<file path="src/hdl/irlp_pkg.sv">
`timescale 1ns / 1ps
// ----------------------------------------------------------------------------
// irlp_pkg: shared types and constants of the integer range list parser
// Character codes, result kinds, parser phases and the result record.
// ----------------------------------------------------------------------------
package irlp_pkg;

    // Field widths fixed by the interface
    localparam int CHAR_W  = 8;
    localparam int VALUE_W = 32;
    localparam int OCNT_W  = 16;
    localparam int KIND_W  = 2;

    // Default width of the internal saturating range counter
    localparam int COUNT_WIDTH_DEF = 16;

    // Result queue geometry
    localparam int QDEPTH = 4;
    localparam int QPTR_W = $clog2(QDEPTH);
    localparam int QCNT_W = $clog2(QDEPTH + 1);

    // Character codes
    localparam logic [CHAR_W-1:0] CHR_NUL   = 8'h00;
    localparam logic [CHAR_W-1:0] CHR_TAB   = 8'h09;
    localparam logic [CHAR_W-1:0] CHR_CR    = 8'h0D;
    localparam logic [CHAR_W-1:0] CHR_SPACE = 8'h20;
    localparam logic [CHAR_W-1:0] CHR_PLUS  = 8'h2B;
    localparam logic [CHAR_W-1:0] CHR_DASH  = 8'h2D;
    localparam logic [CHAR_W-1:0] CHR_ZERO  = 8'h30;
    localparam logic [CHAR_W-1:0] CHR_NINE  = 8'h39;
    localparam logic [CHAR_W-1:0] CHR_SEMI  = 8'h3B;

    // Result kinds
    localparam logic [KIND_W-1:0] KIND_RANGE = 2'd0;
    localparam logic [KIND_W-1:0] KIND_DONE  = 2'd1;
    localparam logic [KIND_W-1:0] KIND_ERROR = 2'd2;

    // Saturation cap of the number magnitude (2^31)
    localparam logic [VALUE_W-1:0] MAG_CAP   = 32'h8000_0000;
    localparam logic [VALUE_W-1:0] POS_LIMIT = 32'h7FFF_FFFF;

    // Parser phases, one-hot
    typedef enum logic [10:0] {
        PH_START    = 11'b000_0000_0001,
        PH_WS_SPACE = 11'b000_0000_0010,
        PH_WS_MIXED = 11'b000_0000_0100,
        PH_SIGN1    = 11'b000_0000_1000,
        PH_DASH1    = 11'b000_0001_0000,
        PH_NUM1     = 11'b000_0010_0000,
        PH_SECOND   = 11'b000_0100_0000,
        PH_SIGN2    = 11'b000_1000_0000,
        PH_NUM2     = 11'b001_0000_0000,
        PH_TRAIL    = 11'b010_0000_0000,
        PH_DRAIN    = 11'b100_0000_0000
    } phase_t;

    // Parser state apart from the range counter
    typedef struct packed {
        phase_t              phase;
        logic [VALUE_W-1:0]  first_bound;
        logic [VALUE_W-1:0]  magnitude;
        logic                negative;
    } parse_state_t;

    // One result item
    typedef struct packed {
        logic [KIND_W-1:0]         kind;
        logic signed [VALUE_W-1:0] range_low;
        logic signed [VALUE_W-1:0] range_high;
        logic [OCNT_W-1:0]         item_count;
        logic                      last;
    } result_t;

    // Results of one character: zero, one or two items
    typedef struct packed {
        logic [1:0] num;
        result_t    r0;
        result_t    r1;
    } step_out_t;

endpackage

</file>
<file path="src/hdl/irlp_step.sv">
`timescale 1ns / 1ps
// ----------------------------------------------------------------------------
// irlp_step: one character step of the range list parser
// Next parser state and the zero, one or two results caused by a character.
// ----------------------------------------------------------------------------
module irlp_step #(
    parameter int COUNT_WIDTH = irlp_pkg::COUNT_WIDTH_DEF
) (
    input  logic [irlp_pkg::CHAR_W-1:0] char_code,
    input  irlp_pkg::parse_state_t      st,
    input  logic [COUNT_WIDTH-1:0]      cnt,
    output irlp_pkg::parse_state_t      st_next,
    output logic [COUNT_WIDTH-1:0]      cnt_next,
    output irlp_pkg::step_out_t         res
);
    import irlp_pkg::*;

    localparam int EXT_W = COUNT_WIDTH + OCNT_W;

    // Counter as seen on the output port: zero-extended, then low bits
    function automatic logic [OCNT_W-1:0] cnt_out(input logic [COUNT_WIDTH-1:0] c);
        logic [EXT_W-1:0] ext;
        begin
            ext = {{OCNT_W{1'b0}}, c};
            return ext[OCNT_W-1:0];
        end
    endfunction

    logic                 is_ws;
    logic                 is_dig;
    logic                 is_sign;
    logic                 is_term;
    logic [3:0]           digit;
    logic [VALUE_W+3:0]   mag_x10;
    logic [VALUE_W-1:0]   mag_acc;
    logic [VALUE_W-1:0]   num_val;
    logic [COUNT_WIDTH-1:0] cnt_inc;
    logic                 do_fail;
    logic                 do_list;
    logic                 do_item;
    logic [VALUE_W-1:0]   item_a;
    logic signed [VALUE_W-1:0] sa;
    logic signed [VALUE_W-1:0] sb;

    // Character classes
    assign is_ws   = (char_code == CHR_SPACE) ||
                     (char_code >= CHR_TAB && char_code <= CHR_CR);
    assign is_dig  = (char_code >= CHR_ZERO) && (char_code <= CHR_NINE);
    assign is_sign = (char_code == CHR_PLUS) || (char_code == CHR_DASH);
    assign is_term = (char_code == CHR_NUL) || (char_code == CHR_SPACE) ||
                     (char_code == CHR_SEMI);
    assign digit   = char_code[3:0];

    // Accumulate one decimal digit, saturating at 2^31
    assign mag_x10 = ({4'b0, st.magnitude} << 3) + ({4'b0, st.magnitude} << 1)
                     + {{(VALUE_W){1'b0}}, digit};
    assign mag_acc = (mag_x10 > {4'b0, MAG_CAP}) ? MAG_CAP : mag_x10[VALUE_W-1:0];

    // Signed value of the current number, clamped to the 32-bit range
    assign num_val = st.negative ? (~st.magnitude + 1'b1)
                   : (st.magnitude[VALUE_W-1] ? POS_LIMIT : st.magnitude);

    // Saturating range count
    assign cnt_inc = (&cnt) ? cnt : cnt + 1'b1;

    // Range bounds before ordering: first bound and current number
    assign sa = item_a;
    assign sb = num_val;

    always_comb begin
        st_next  = st;
        cnt_next = cnt;
        res      = '0;
        do_fail  = 1'b0;
        do_list  = 1'b0;
        do_item  = 1'b0;
        item_a   = num_val;

        // Phase transitions
        unique case (st.phase)
            PH_START: begin
                if (char_code == CHR_NUL) begin
                    do_list = 1'b1;
                end else if (char_code == CHR_SPACE) begin
                    st_next.phase = PH_WS_SPACE;
                end else if (is_ws) begin
                    st_next.phase = PH_WS_MIXED;
                end else if (char_code == CHR_PLUS) begin
                    st_next.negative = 1'b0;
                    st_next.phase    = PH_SIGN1;
                end else if (char_code == CHR_DASH) begin
                    st_next.phase = PH_DASH1;
                end else if (is_dig) begin
                    st_next.negative  = 1'b0;
                    st_next.magnitude = {{(VALUE_W-4){1'b0}}, digit};
                    st_next.phase     = PH_NUM1;
                end else begin
                    do_fail = 1'b1;
                end
            end
            PH_WS_SPACE, PH_WS_MIXED: begin
                if (char_code == CHR_NUL && st.phase == PH_WS_SPACE) begin
                    do_list = 1'b1;
                end else if (char_code == CHR_SPACE) begin
                    st_next.phase = st.phase;
                end else if (is_ws) begin
                    st_next.phase = PH_WS_MIXED;
                end else if (is_sign) begin
                    st_next.negative = (char_code == CHR_DASH);
                    st_next.phase    = PH_SIGN1;
                end else if (is_dig) begin
                    st_next.negative  = 1'b0;
                    st_next.magnitude = {{(VALUE_W-4){1'b0}}, digit};
                    st_next.phase     = PH_NUM1;
                end else begin
                    do_fail = 1'b1;
                end
            end
            PH_SIGN1, PH_SIGN2: begin
                if (is_dig) begin
                    st_next.magnitude = {{(VALUE_W-4){1'b0}}, digit};
                    st_next.phase     = (st.phase == PH_SIGN1) ? PH_NUM1 : PH_NUM2;
                end else begin
                    do_fail = 1'b1;
                end
            end
            PH_DASH1, PH_SECOND: begin
                // a lone dash opens a range that starts at zero
                if (is_dig && st.phase == PH_DASH1) begin
                    st_next.negative  = 1'b1;
                    st_next.magnitude = {{(VALUE_W-4){1'b0}}, digit};
                    st_next.phase     = PH_NUM1;
                end else begin
                    if (st.phase == PH_DASH1) begin
                        st_next.first_bound = '0;
                    end
                    if (is_ws) begin
                        st_next.phase = PH_SECOND;
                    end else if (is_sign) begin
                        st_next.negative = (char_code == CHR_DASH);
                        st_next.phase    = PH_SIGN2;
                    end else if (is_dig) begin
                        st_next.negative  = 1'b0;
                        st_next.magnitude = {{(VALUE_W-4){1'b0}}, digit};
                        st_next.phase     = PH_NUM2;
                    end else begin
                        do_fail = 1'b1;
                    end
                end
            end
            PH_NUM1: begin
                if (is_dig) begin
                    st_next.magnitude = mag_acc;
                end else if (char_code == CHR_DASH) begin
                    st_next.first_bound = num_val;
                    st_next.phase       = PH_SECOND;
                end else begin
                    do_item = 1'b1;
                end
            end
            PH_NUM2: begin
                if (is_dig) begin
                    st_next.magnitude = mag_acc;
                end else begin
                    item_a  = st.first_bound;
                    do_item = 1'b1;
                end
            end
            PH_TRAIL: begin
                if (char_code == CHR_SPACE) begin
                    st_next.phase = PH_TRAIL;
                end else if (char_code == CHR_NUL) begin
                    do_list = 1'b1;
                end else begin
                    do_fail = 1'b1;
                end
            end
            PH_DRAIN: begin
                // drop bytes until the end of the list
                if (char_code == CHR_NUL) begin
                    st_next  = '{phase: PH_START, first_bound: '0, magnitude: '0,
                                 negative: 1'b0};
                    cnt_next = '0;
                end
            end
            default: begin
                st_next = st;
            end
        endcase

        // Finished item: bad terminator turns into a format error
        if (do_item && !is_term) begin
            do_fail = 1'b1;
        end else if (do_item) begin
            cnt_next            = cnt_inc;
            res.r0.kind         = KIND_RANGE;
            res.r0.range_low    = (sa < sb) ? sa : sb;
            res.r0.range_high   = (sa < sb) ? sb : sa;
            res.r0.item_count   = cnt_out(cnt_inc);
            res.r0.last         = (char_code != CHR_NUL);
            if (char_code == CHR_NUL) begin
                res.num           = 2'd2;
                res.r1.kind       = KIND_DONE;
                res.r1.item_count = cnt_out(cnt_inc);
                res.r1.last       = 1'b1;
                st_next  = '{phase: PH_START, first_bound: '0, magnitude: '0,
                             negative: 1'b0};
                cnt_next = '0;
            end else begin
                res.num       = 2'd1;
                st_next.phase = (char_code == CHR_SPACE) ? PH_TRAIL : PH_START;
            end
        end

        // Format error
        if (do_fail) begin
            res.num           = 2'd1;
            res.r0            = '0;
            res.r0.kind       = KIND_ERROR;
            res.r0.item_count = cnt_out(cnt);
            res.r0.last       = 1'b1;
            cnt_next          = cnt;
            if (char_code == CHR_NUL) begin
                st_next  = '{phase: PH_START, first_bound: '0, magnitude: '0,
                             negative: 1'b0};
                cnt_next = '0;
            end else begin
                st_next       = st;
                st_next.phase = PH_DRAIN;
            end
        end

        // End of list
        if (do_list) begin
            res.num           = 2'd1;
            res.r0.kind       = KIND_DONE;
            res.r0.item_count = cnt_out(cnt);
            res.r0.last       = 1'b1;
            st_next  = '{phase: PH_START, first_bound: '0, magnitude: '0,
                         negative: 1'b0};
            cnt_next = '0;
        end
    end

endmodule

</file>
<file path="src/hdl/irlp_outq.sv">
`timescale 1ns / 1ps
// ----------------------------------------------------------------------------
// irlp_outq: result queue of the range list parser
// Four-entry register queue; takes up to two items a cycle, gives one.
// ----------------------------------------------------------------------------
module irlp_outq (
    input  logic                              aclk,
    input  logic                              aresetn,
    input  irlp_pkg::step_out_t               push,
    output logic [irlp_pkg::QCNT_W-1:0]       fill,
    output logic                              m_valid,
    input  logic                              m_ready,
    output irlp_pkg::result_t                 head
);
    import irlp_pkg::*;

    result_t             mem_reg [QDEPTH];
    logic [QPTR_W-1:0]   wr_ptr_reg;
    logic [QPTR_W-1:0]   wr_ptr_next;
    logic [QPTR_W-1:0]   rd_ptr_reg;
    logic [QPTR_W-1:0]   rd_ptr_next;
    logic [QCNT_W-1:0]   cnt_reg;
    logic [QCNT_W-1:0]   cnt_next;
    logic [QPTR_W-1:0]   wr_ptr_p1;
    logic                pop;

    assign m_valid   = (cnt_reg != '0);
    assign pop       = m_valid && m_ready;
    assign head      = mem_reg[rd_ptr_reg];
    assign fill      = cnt_reg;
    assign wr_ptr_p1 = wr_ptr_reg + 1'b1;

    // Pointer and fill bookkeeping
    always_comb begin
        wr_ptr_next = wr_ptr_reg + push.num[QPTR_W-1:0];
        rd_ptr_next = rd_ptr_reg + {{(QPTR_W-1){1'b0}}, pop};
        cnt_next    = cnt_reg + {{(QCNT_W-2){1'b0}}, push.num}
                      - {{(QCNT_W-1){1'b0}}, pop};
    end

    always_ff @(posedge aclk) begin
        if (!aresetn) begin
            wr_ptr_reg <= '0;
            rd_ptr_reg <= '0;
            cnt_reg    <= '0;
        end else begin
            wr_ptr_reg <= wr_ptr_next;
            rd_ptr_reg <= rd_ptr_next;
            cnt_reg    <= cnt_next;
        end
    end

    // Item storage
    always_ff @(posedge aclk) begin
        if (push.num != 2'd0) begin
            mem_reg[wr_ptr_reg] <= push.r0;
        end
        if (push.num == 2'd2) begin
            mem_reg[wr_ptr_p1] <= push.r1;
        end
    end

endmodule

</file>
<file path="src/hdl/integer_range_list_parser.sv">
`timescale 1ns / 1ps
// ----------------------------------------------------------------------------
// integer_range_list_parser: streaming parser of lists like "5;6;4-9;10"
// One character per item in, range / done / error results out.
//
//   channel   dir   payload                                        handshake
//   s_        in    char_code                                      s_valid/s_ready
//   m_        out   kind, range_low, range_high, item_count, last  m_valid/m_ready
//
// A character is registered on entry and parsed from that register; its
// results land in a four-entry queue, a register stage from which the
// output is driven. One character a cycle is sustained while the queue
// has two free entries. A character that ends an item with the 0 byte
// gives two results. Input stalls only while the queue has fewer than
// two free entries. Reset is synchronous and starts a new list.
// ----------------------------------------------------------------------------
module integer_range_list_parser #(
    parameter int COUNT_WIDTH = irlp_pkg::COUNT_WIDTH_DEF
) (
    input  logic                                aclk,
    input  logic                                aresetn,
    input  logic                                s_valid,
    output logic                                s_ready,
    input  logic [irlp_pkg::CHAR_W-1:0]         s_char_code,
    output logic                                m_valid,
    input  logic                                m_ready,
    output logic [irlp_pkg::KIND_W-1:0]         m_kind,
    output logic signed [irlp_pkg::VALUE_W-1:0] m_range_low,
    output logic signed [irlp_pkg::VALUE_W-1:0] m_range_high,
    output logic [irlp_pkg::OCNT_W-1:0]         m_item_count,
    output logic                                m_last
);
    import irlp_pkg::*;

    logic                   in_valid_reg;
    logic [CHAR_W-1:0]      in_char_reg;
    parse_state_t           state_reg;
    parse_state_t           state_next;
    logic [COUNT_WIDTH-1:0] ranges_reg;
    logic [COUNT_WIDTH-1:0] ranges_next;
    step_out_t              step_res;
    step_out_t              push;
    logic [QCNT_W-1:0]      q_fill;
    logic                   step_go;
    result_t                head;

    // Parse when a character is held and two queue entries are free
    assign step_go = in_valid_reg && (q_fill <= QCNT_W'(QDEPTH - 2));
    assign s_ready = !in_valid_reg || step_go;

    // Input register
    always_ff @(posedge aclk) begin
        if (!aresetn) begin
            in_valid_reg <= 1'b0;
        end else if (s_ready) begin
            in_valid_reg <= s_valid;
        end
    end

    always_ff @(posedge aclk) begin
        if (s_ready && s_valid) begin
            in_char_reg <= s_char_code;
        end
    end

    // Character step
    irlp_step #(
        .COUNT_WIDTH(COUNT_WIDTH)
    ) u_step (
        .char_code (in_char_reg),
        .st        (state_reg),
        .cnt       (ranges_reg),
        .st_next   (state_next),
        .cnt_next  (ranges_next),
        .res       (step_res)
    );

    // Parser state
    always_ff @(posedge aclk) begin
        if (!aresetn) begin
            state_reg  <= '{phase: PH_START, first_bound: '0, magnitude: '0,
                            negative: 1'b0};
            ranges_reg <= '0;
        end else if (step_go) begin
            state_reg  <= state_next;
            ranges_reg <= ranges_next;
        end
    end

    // Results go to the queue only when the step fires
    always_comb begin
        push = step_res;
        if (!step_go) begin
            push.num = 2'd0;
        end
    end

    irlp_outq u_outq (
        .aclk    (aclk),
        .aresetn (aresetn),
        .push    (push),
        .fill    (q_fill),
        .m_valid (m_valid),
        .m_ready (m_ready),
        .head    (head)
    );

    assign m_kind       = head.kind;
    assign m_range_low  = head.range_low;
    assign m_range_high = head.range_high;
    assign m_item_count = head.item_count;
    assign m_last       = head.last;

    // Queue never holds more than its depth
    a_fill_bound: assert property (@(posedge aclk) disable iff (!aresetn)
        q_fill <= QCNT_W'(QDEPTH))
        else $error("result queue overfilled");

    // Bytes after an error give no result until the 0 byte
    a_drain_quiet: assert property (@(posedge aclk) disable iff (!aresetn)
        step_go && state_reg.phase == PH_DRAIN && in_char_reg != CHR_NUL
        |-> step_res.num == 2'd0)
        else $error("result given while draining");

    // A done result starts a new list with a cleared count
    a_done_clears: assert property (@(posedge aclk) disable iff (!aresetn)
        step_go && (step_res.num == 2'd2 ||
                    (step_res.num == 2'd1 && step_res.r0.kind == KIND_DONE))
        |=> ranges_reg == '0 && state_reg.phase == PH_START)
        else $error("count not cleared after end of list");

endmodule

</file>
<file path="config.mk">
export PLATFORM = sky130hd
export DESIGN_NAME = integer_range_list_parser
export DESIGN_NICKNAME = d
export VERILOG_FILES = /design/src/hdl/irlp_pkg.sv /design/src/hdl/irlp_step.sv /design/src/hdl/irlp_outq.sv /design/src/hdl/integer_range_list_parser.sv
export SDC_FILE = /design/constraint.sdc
export NUM_CORES = 1
export LEC_CHECK = 0
export BUFFER_PORTS_ARGS = -buffer_cell sky130_fd_sc_hd__buf_4
export CORE_ASPECT_RATIO = 1.2
export CORE_UTILIZATION = 59
export DETAILED_ROUTE_END_ITERATION = 16
export GPL_TIMING_DRIVEN = 0
export PLACE_DENSITY = 0.77
export SLEW_MARGIN = 20
export SYNTH_ARGS = -nofsm -noshare
export SYNTH_HDL_FRONTEND = slang
export SYNTH_SLANG_ARGS = --single-unit
</file>
<file path="constraint.sdc">
create_clock -name aclk -period 5.4 [get_ports aclk]
set_clock_uncertainty 0.05 [all_clocks]
set_input_delay 0.27 -clock aclk [delete_from_list [all_inputs] [get_ports aclk]]
set_output_delay 0.27 -clock aclk [all_outputs]
set_load 0.005 [all_outputs]
</file>
# Word level (Yosys, flattened, before mapping)
# Memory sizes are Yosys's and may differ from the RTL's. A register that Yosys moved wholly into a read port is not among the register bits.
# Cells that the tools add are included.
[totals] regBits=108 ram_bits=332 inputBits=12 out_inout_bits=85 mem_count=1
[memory_table] memory="u_outq.mem_reg" words=4 width=83 rd=1 rd_clocked_by_memory_dff=1 write_ports=2 line="irlp_outq.sv:17" text="result_t mem_reg [QDEPTH];"
[classes] addsub=9 order_cmp=7 eq_ne=17 n_mux=102 bitwise_logic=1 reduce_logical=25
[op_table] cell="2-to-1 mux 76 bit" n=6
[op_table] cell="2-to-1 mux 32 bit" n=12
[op_table] cell="2-to-1 mux 33 bit" n=9
[op_table] cell="case mux 32 bit (6 select lines)" n=1
[op_table] cell="2-to-1 mux 11 bit" n=17
[op_table] cell="2-to-1 mux 87 bit" n=2
[op_table] cell="2-to-1 mux 16 bit" n=8
[op_table] cell="case mux 32 bit (3 select lines)" n=1
[op_table] cell="2-to-1 mux 43 bit" n=2
[op_table] cell="2-to-1 mux 85 bit" n=1
[op_table] cell="case mux 11 bit (7 select lines)" n=1
[op_table] cell="2-to-1 mux 17 bit" n=4
[op_table] cell="2-to-1 mux 65 bit" n=1
[op_table] cell="adder 35 x 33 -> 36 bit" n=1
[op_table] cell="adder 36 x 4 -> 36 bit" n=1
[op_table] cell="> comparator 36 x 32 -> 1 bit, second input constant" n=1
[op_table] cell="adder 32 x 1 -> 32 bit, second input constant" n=1
[op_table] cell="equality test 8 x 6 -> 1 bit, second input constant" n=4
[op_table] cell="< comparator 32 bit" n=1
[op_table] cell="inverter 32 bit" n=1
[op_table] cell="2-to-1 mux 31 bit" n=1
[op_table] cell="2-to-1 mux 1 bit" n=26
[op_table] cell="adder 16 x 1 -> 16 bit, second input constant" n=1
[op_table] cell="AND reduction 16 bit" n=1
[op_table] cell="other kinds (40)" n=57

# Logic depth before layout (Yosys ltp)
[depth] word_depth=16 mapped_depth=21

# Modules after synthesis
# Synthesis repeated with hierarchy kept, for this count alone.
[unflattened] cells_unflattened=2717 hier_area_um2=29290.6
[modules_own_cells] module="irlp_outq" instances=1 cells_each=847 area_each_um2=16429.5 seq_area_each_um2=10109.7
[modules_own_cells] module="irlp_step" instances=1 cells_each=1454 area_each_um2=8821.0 seq_area_each_um2=0.0
[modules_own_cells] module="integer_range_list_parser" instances=1 cells_each=416 area_each_um2=4040.1 seq_area_each_um2=2102.0

# Worst setup path before layout
# OpenSTA, ideal clock, no wires.
[synth_timing] path_type="register -> register" startpoint="register state_reg[19] in the netlist's numbering" endpoint="memory u_outq.mem_reg[1][47] in the netlist's numbering" setup_ps=117 arrival_time_ps=4753 path_slack_ps=481 stages_incl_launch_ff=20 path_buffers=1 synth_period_minus_slack_ps=4919 path_cell_list="dfxtp_1 -> clkbuf_1 -> or4_1 -> or3_1 -> or3_1 -> nor3_1 -> xnor2_1 -> nand2_1 -> o21ai_1 -> inv_1 -> a21oi_1 -> ha_1 -> nand4_1 -> or2_2 -> o31ai_1 -> or2_2 -> o31ai_4 -> a211oi_2 -> mux2_2 -> a22o_1"
[synth_rtl] item="start: declaration" line="integer_range_list_parser.sv:37" text="parse_state_t state_reg;"
[synth_rtl] item="start signal: assignment" line="integer_range_list_parser.sv:81" text="state_reg <= '{phase: PH_START, first_bound: '0, magnitude: '0,"
[synth_rtl] item="start signal: assignment" line="integer_range_list_parser.sv:85" text="state_reg <= state_next;"
[synth_rtl] item="end: declaration" line="irlp_outq.sv:17"

==> summary.md <==
| Metric | Value |
|---|---|
| Layout cells sized above 1 | `0.1638` |
| Worst Hold Class | `in -> reg` |
| Routed WL per cell | `22.93 um` |
| Overflow after GRT | `0` |
| Worst VDD drop | `317.4 uV` |
| Post-synth EDFFs | `80` |
| Pre-antenna DRT Iters | `6` |
| First-pass GRT wire length | `122.3 mm` |
| DR top layer | `met5` |
| Fin. max-slew vios | `0` |
| Worst-path clk slew | `0.06 ns` |
| Worst reg2reg setup slack | `0.10 ns` |
| Layout area overhead | `15.73%` |
| Met2 wire length | `38.74 mm` |
| CTS Sinks | `440` |
| Hold Vio Cnt, Final | `0` |
| Seq/Total Area, Yosys | `0.3916` |
| Top cells by area, synth | `dfxtp_1, edfxtp_1, mux4_2` |
| Gate Count Post-Synth | `2761` |
| H-tree level count | `2` |
| CORE AREA | `40840 um2` |
| Die ar. | `42420 um2` |
| Number of buffers added on ports | `96` |
| FFs w/ async S/R, synth | `0` |
| Total wire length | `80.12 mm` |
| CP Launch Type | `register` |
| Crit-path max FO | `10` |
| Min cycle time layout | `5.296 ns` |
| Power Density | `269.1 nW/um2` |
| Number of global-route vias before repair | `22072` |
| Arrival @ worst endpoint | `5.67 ns` |
| Slew @ Worst Pin | `1.105 ns` |
| Fillers | `3107` |
| Most frequent cells after synthesis | `nand2_1, dfxtp_1, o21ai_0` |
| FMAX | `0.1888 GHz` |
| CP Buf/Inv Count | `4` |
| Synth Area per Inst | `8.888 um2` |
| Crit-path slowest cell | `or4_1` |
| CTS buffer count | `44` |
| R2R cell count | `21` |
| Setup total negative slack | `0 ns` |
| Leak | `10.19 nW` |
| Clock buffer depth | `3` |
| Hold Path Cell Cnt | `3` |
| Final setup viols | `0` |
| Initial DRC Count | `2593` |
| Reg-to-Reg End | `u_outq.mem_reg[2][32]` |
| Root buffer cell | `clkbuf_16` |
| Setup WS pre-CTS | `-0.8856 ns` |
| Largest net degree at the start of global routing | `19` |
| Dominant cell type by area after synthesis | `dfxtp_1` |
| Met1 Wirelength | `30.99 mm` |
| Syn. warnings | `0` |
| Hold path endpoint | `ranges_reg[14]` |
| DRC | `0` |
| Setup CP Type | `reg -> reg` |
| Crit end category | `register` |
| Dpl hpwl | `57.76 mm` |
| CTS tree | `yes` |
| Ant diodes | `0` |
| Hold Path Origin | `aresetn` |
| Gr usage total | `0.3688` |
| Top-count cell post-synth | `nand2_1` |
| DIE WIDTH | `188.2 um` |
| Count of cell types in the netlist | `98` |
| Critical path's top delay family | `simple AND/OR/NAND/NOR gates` |
| Syn_nets | `2878` |
| Worst skew pair latency | `0.58 ns` |
| Sequential Area | `9617 um2` |
| Die height | `225.4 um` |
| Top_reg_cell synth | `dfxtp_1` |
| Final Cycle Share | `0.9808` |
| FP Rows | `81` |
| Synth top area share | `0.2937` |
| WP data required | `5.77 ns` |
| Initial antenna violation count | `1` |
| Starting density of the core | `0.6008` |
| Total of max-cap violations | `0` |
| RePlAce Congestion | `0.9567` |
| # IOs | `97` |
| Worst path cell trace | `or4_1 > or3_1 > or3_1 > nor3_2 > xnor2_1 > nand2_1 > o21ai_4 > inv_1 > a21oi_1 > ha_1 > nand4_1 > or2_4 > o31ai_4 > a211o_1 > o31ai_4 > buf_12 > a21oi_4 > buf_12 > buf_6 > mux2i_2 > o21ai_0` |
| Status | `finished clean` |
| Area taken by multi-input logic gates | `14660 um2` |
| Via density | `6.597` |
| Setup ws final | `0.1036 ns` |
| Met3 WL post-DR | `5.895 mm` |
| Max incr delay on CP | `0.55 ns` |
| Total chip power | `7.642 mW` |
| Max reg flops | `332` |
| Worst Setup SP | `state_reg[19]` |
| Synth Cell Area | `24540 um2` |
| Synthesized flop and latch total | `440` |
| Worst r2r src | `state_reg[19]` |
| Remaining antenna violation count | `0` |
| Slew margin rel. | `0.2563` |
| Layout Nets | `3042` |
| Via Count | `23050` |
==> power by group <==
part           switching, mW  internal, mW
sequential            0.0399          3.40
clock                   1.34          1.64
combinational          0.733         0.498
==> worst register-to-register path: cells and delay by family (launching register included) <==
kind	cells	cell delay (ns)
AO/OA/AOI/OAI	7	1.22
flip-flops	1	0.39
AND/OR/NAND/NOR	7	2.16
adder cells (fa/ha/maj)	1	0.18
multiplexers	1	0.33
buffers and inverters	4	0.65
XOR/XNOR	1	0.14
==> repair_timing <==
item | 4_1_cts | 5_1_grt
endpoints found under the setup margin | 256 | 256
pin swaps | 6 | 9
resized for setup | 121 | 74
buffers inserted | 5 | 10
gates cloned | 0 | 0
hold endpoints to repair | 9 | 0
hold buffers | 9 | 0
==> worst max path at each step <==
stage / end / slack, ns / cells after the start
detailed placement: u_outq.mem_reg[0][50] / -0.89 / 20
global placement: u_outq.mem_reg[3][50] / -0.74 / 20
CTS: u_outq.mem_reg[3][68] / 0.001 / 21
floorplan: u_outq.mem_reg[1][47] / 0.48 / 19
finish: u_outq.mem_reg[2][32] / 0.10 / 21
global route: u_outq.mem_reg[3][29] / -0.11 / 20
==> per-layer routing <==
layer | track usage | vias to the layer above
li1 | - | 10447
met1 | 0.4552 | 11141
met2 | 0.6271 | 1222
met3 | 0.04843 | 238
met4 | 0.1972 | 2
met5 | 0 | -
==> layout make-up <==
type,count,share of cell area
Buffer,181,0.03185
Sequential cell,440,0.3386
Clock inverter,19,0.004978
Inverter,61,0.008062
Multi-Input combinational cell,2077,0.5162
Tap cell,539,0.02375
Clock buffer,57,0.04269
Timing Repair Buffer,120,0.03384
==> cells in the final DEF (no fill, tap or decap), types with 34 or more instances in the layout <==
master,netlist,layout
mux2i_4,0,40
clkbuf_16,0,46
buf_2,43,36
nor2b_1,47,47
o22ai_1,53,51
dfxtp_1,360,354
clkbuf_1,103,103
a22oi_1,39,39
a21oi_1,108,92
o21ai_1,85,93
nand3_1,83,83
a21o_1,34,34
nor3_1,55,54
nand2_1,434,434
edfxtp_1,80,80
buf_4,24,133
mux4_2,83,83
nand4_1,36,36
inv_1,56,56
nor2_1,122,120
o21ai_0,340,327
ha_1,102,102
==> kinds of logic after synthesis <==
| family | share of synthesized area |
|---|---|
| AOI/OAI and AO/OA | 0.2049 |
| and+or+nand+nor | 0.1807 |
| DFF | 0.3916 |
| xor gates and xnor gates | 0.02034 |
| adders and majority gates | 0.05445 |
| muxes | 0.1049 |
| buffers and inverters | 0.04319 |
==> through the flow <==
stage	utilization	cells	hold WS [ns]	instance area [um2]
after floorplan	-	2761	0.3189	24540
after global placement	0.6350	3396	0.3780	25930
after detailed placement	0.6350	3396	0.3890	25930
after CTS	0.6870	3484	0.06300	28060
after global routing	0.6953	3494	0.1054	28400
final	0.6953	3494	0.09234	28400
No activity file was read; power rests on OpenSTA's default activity.
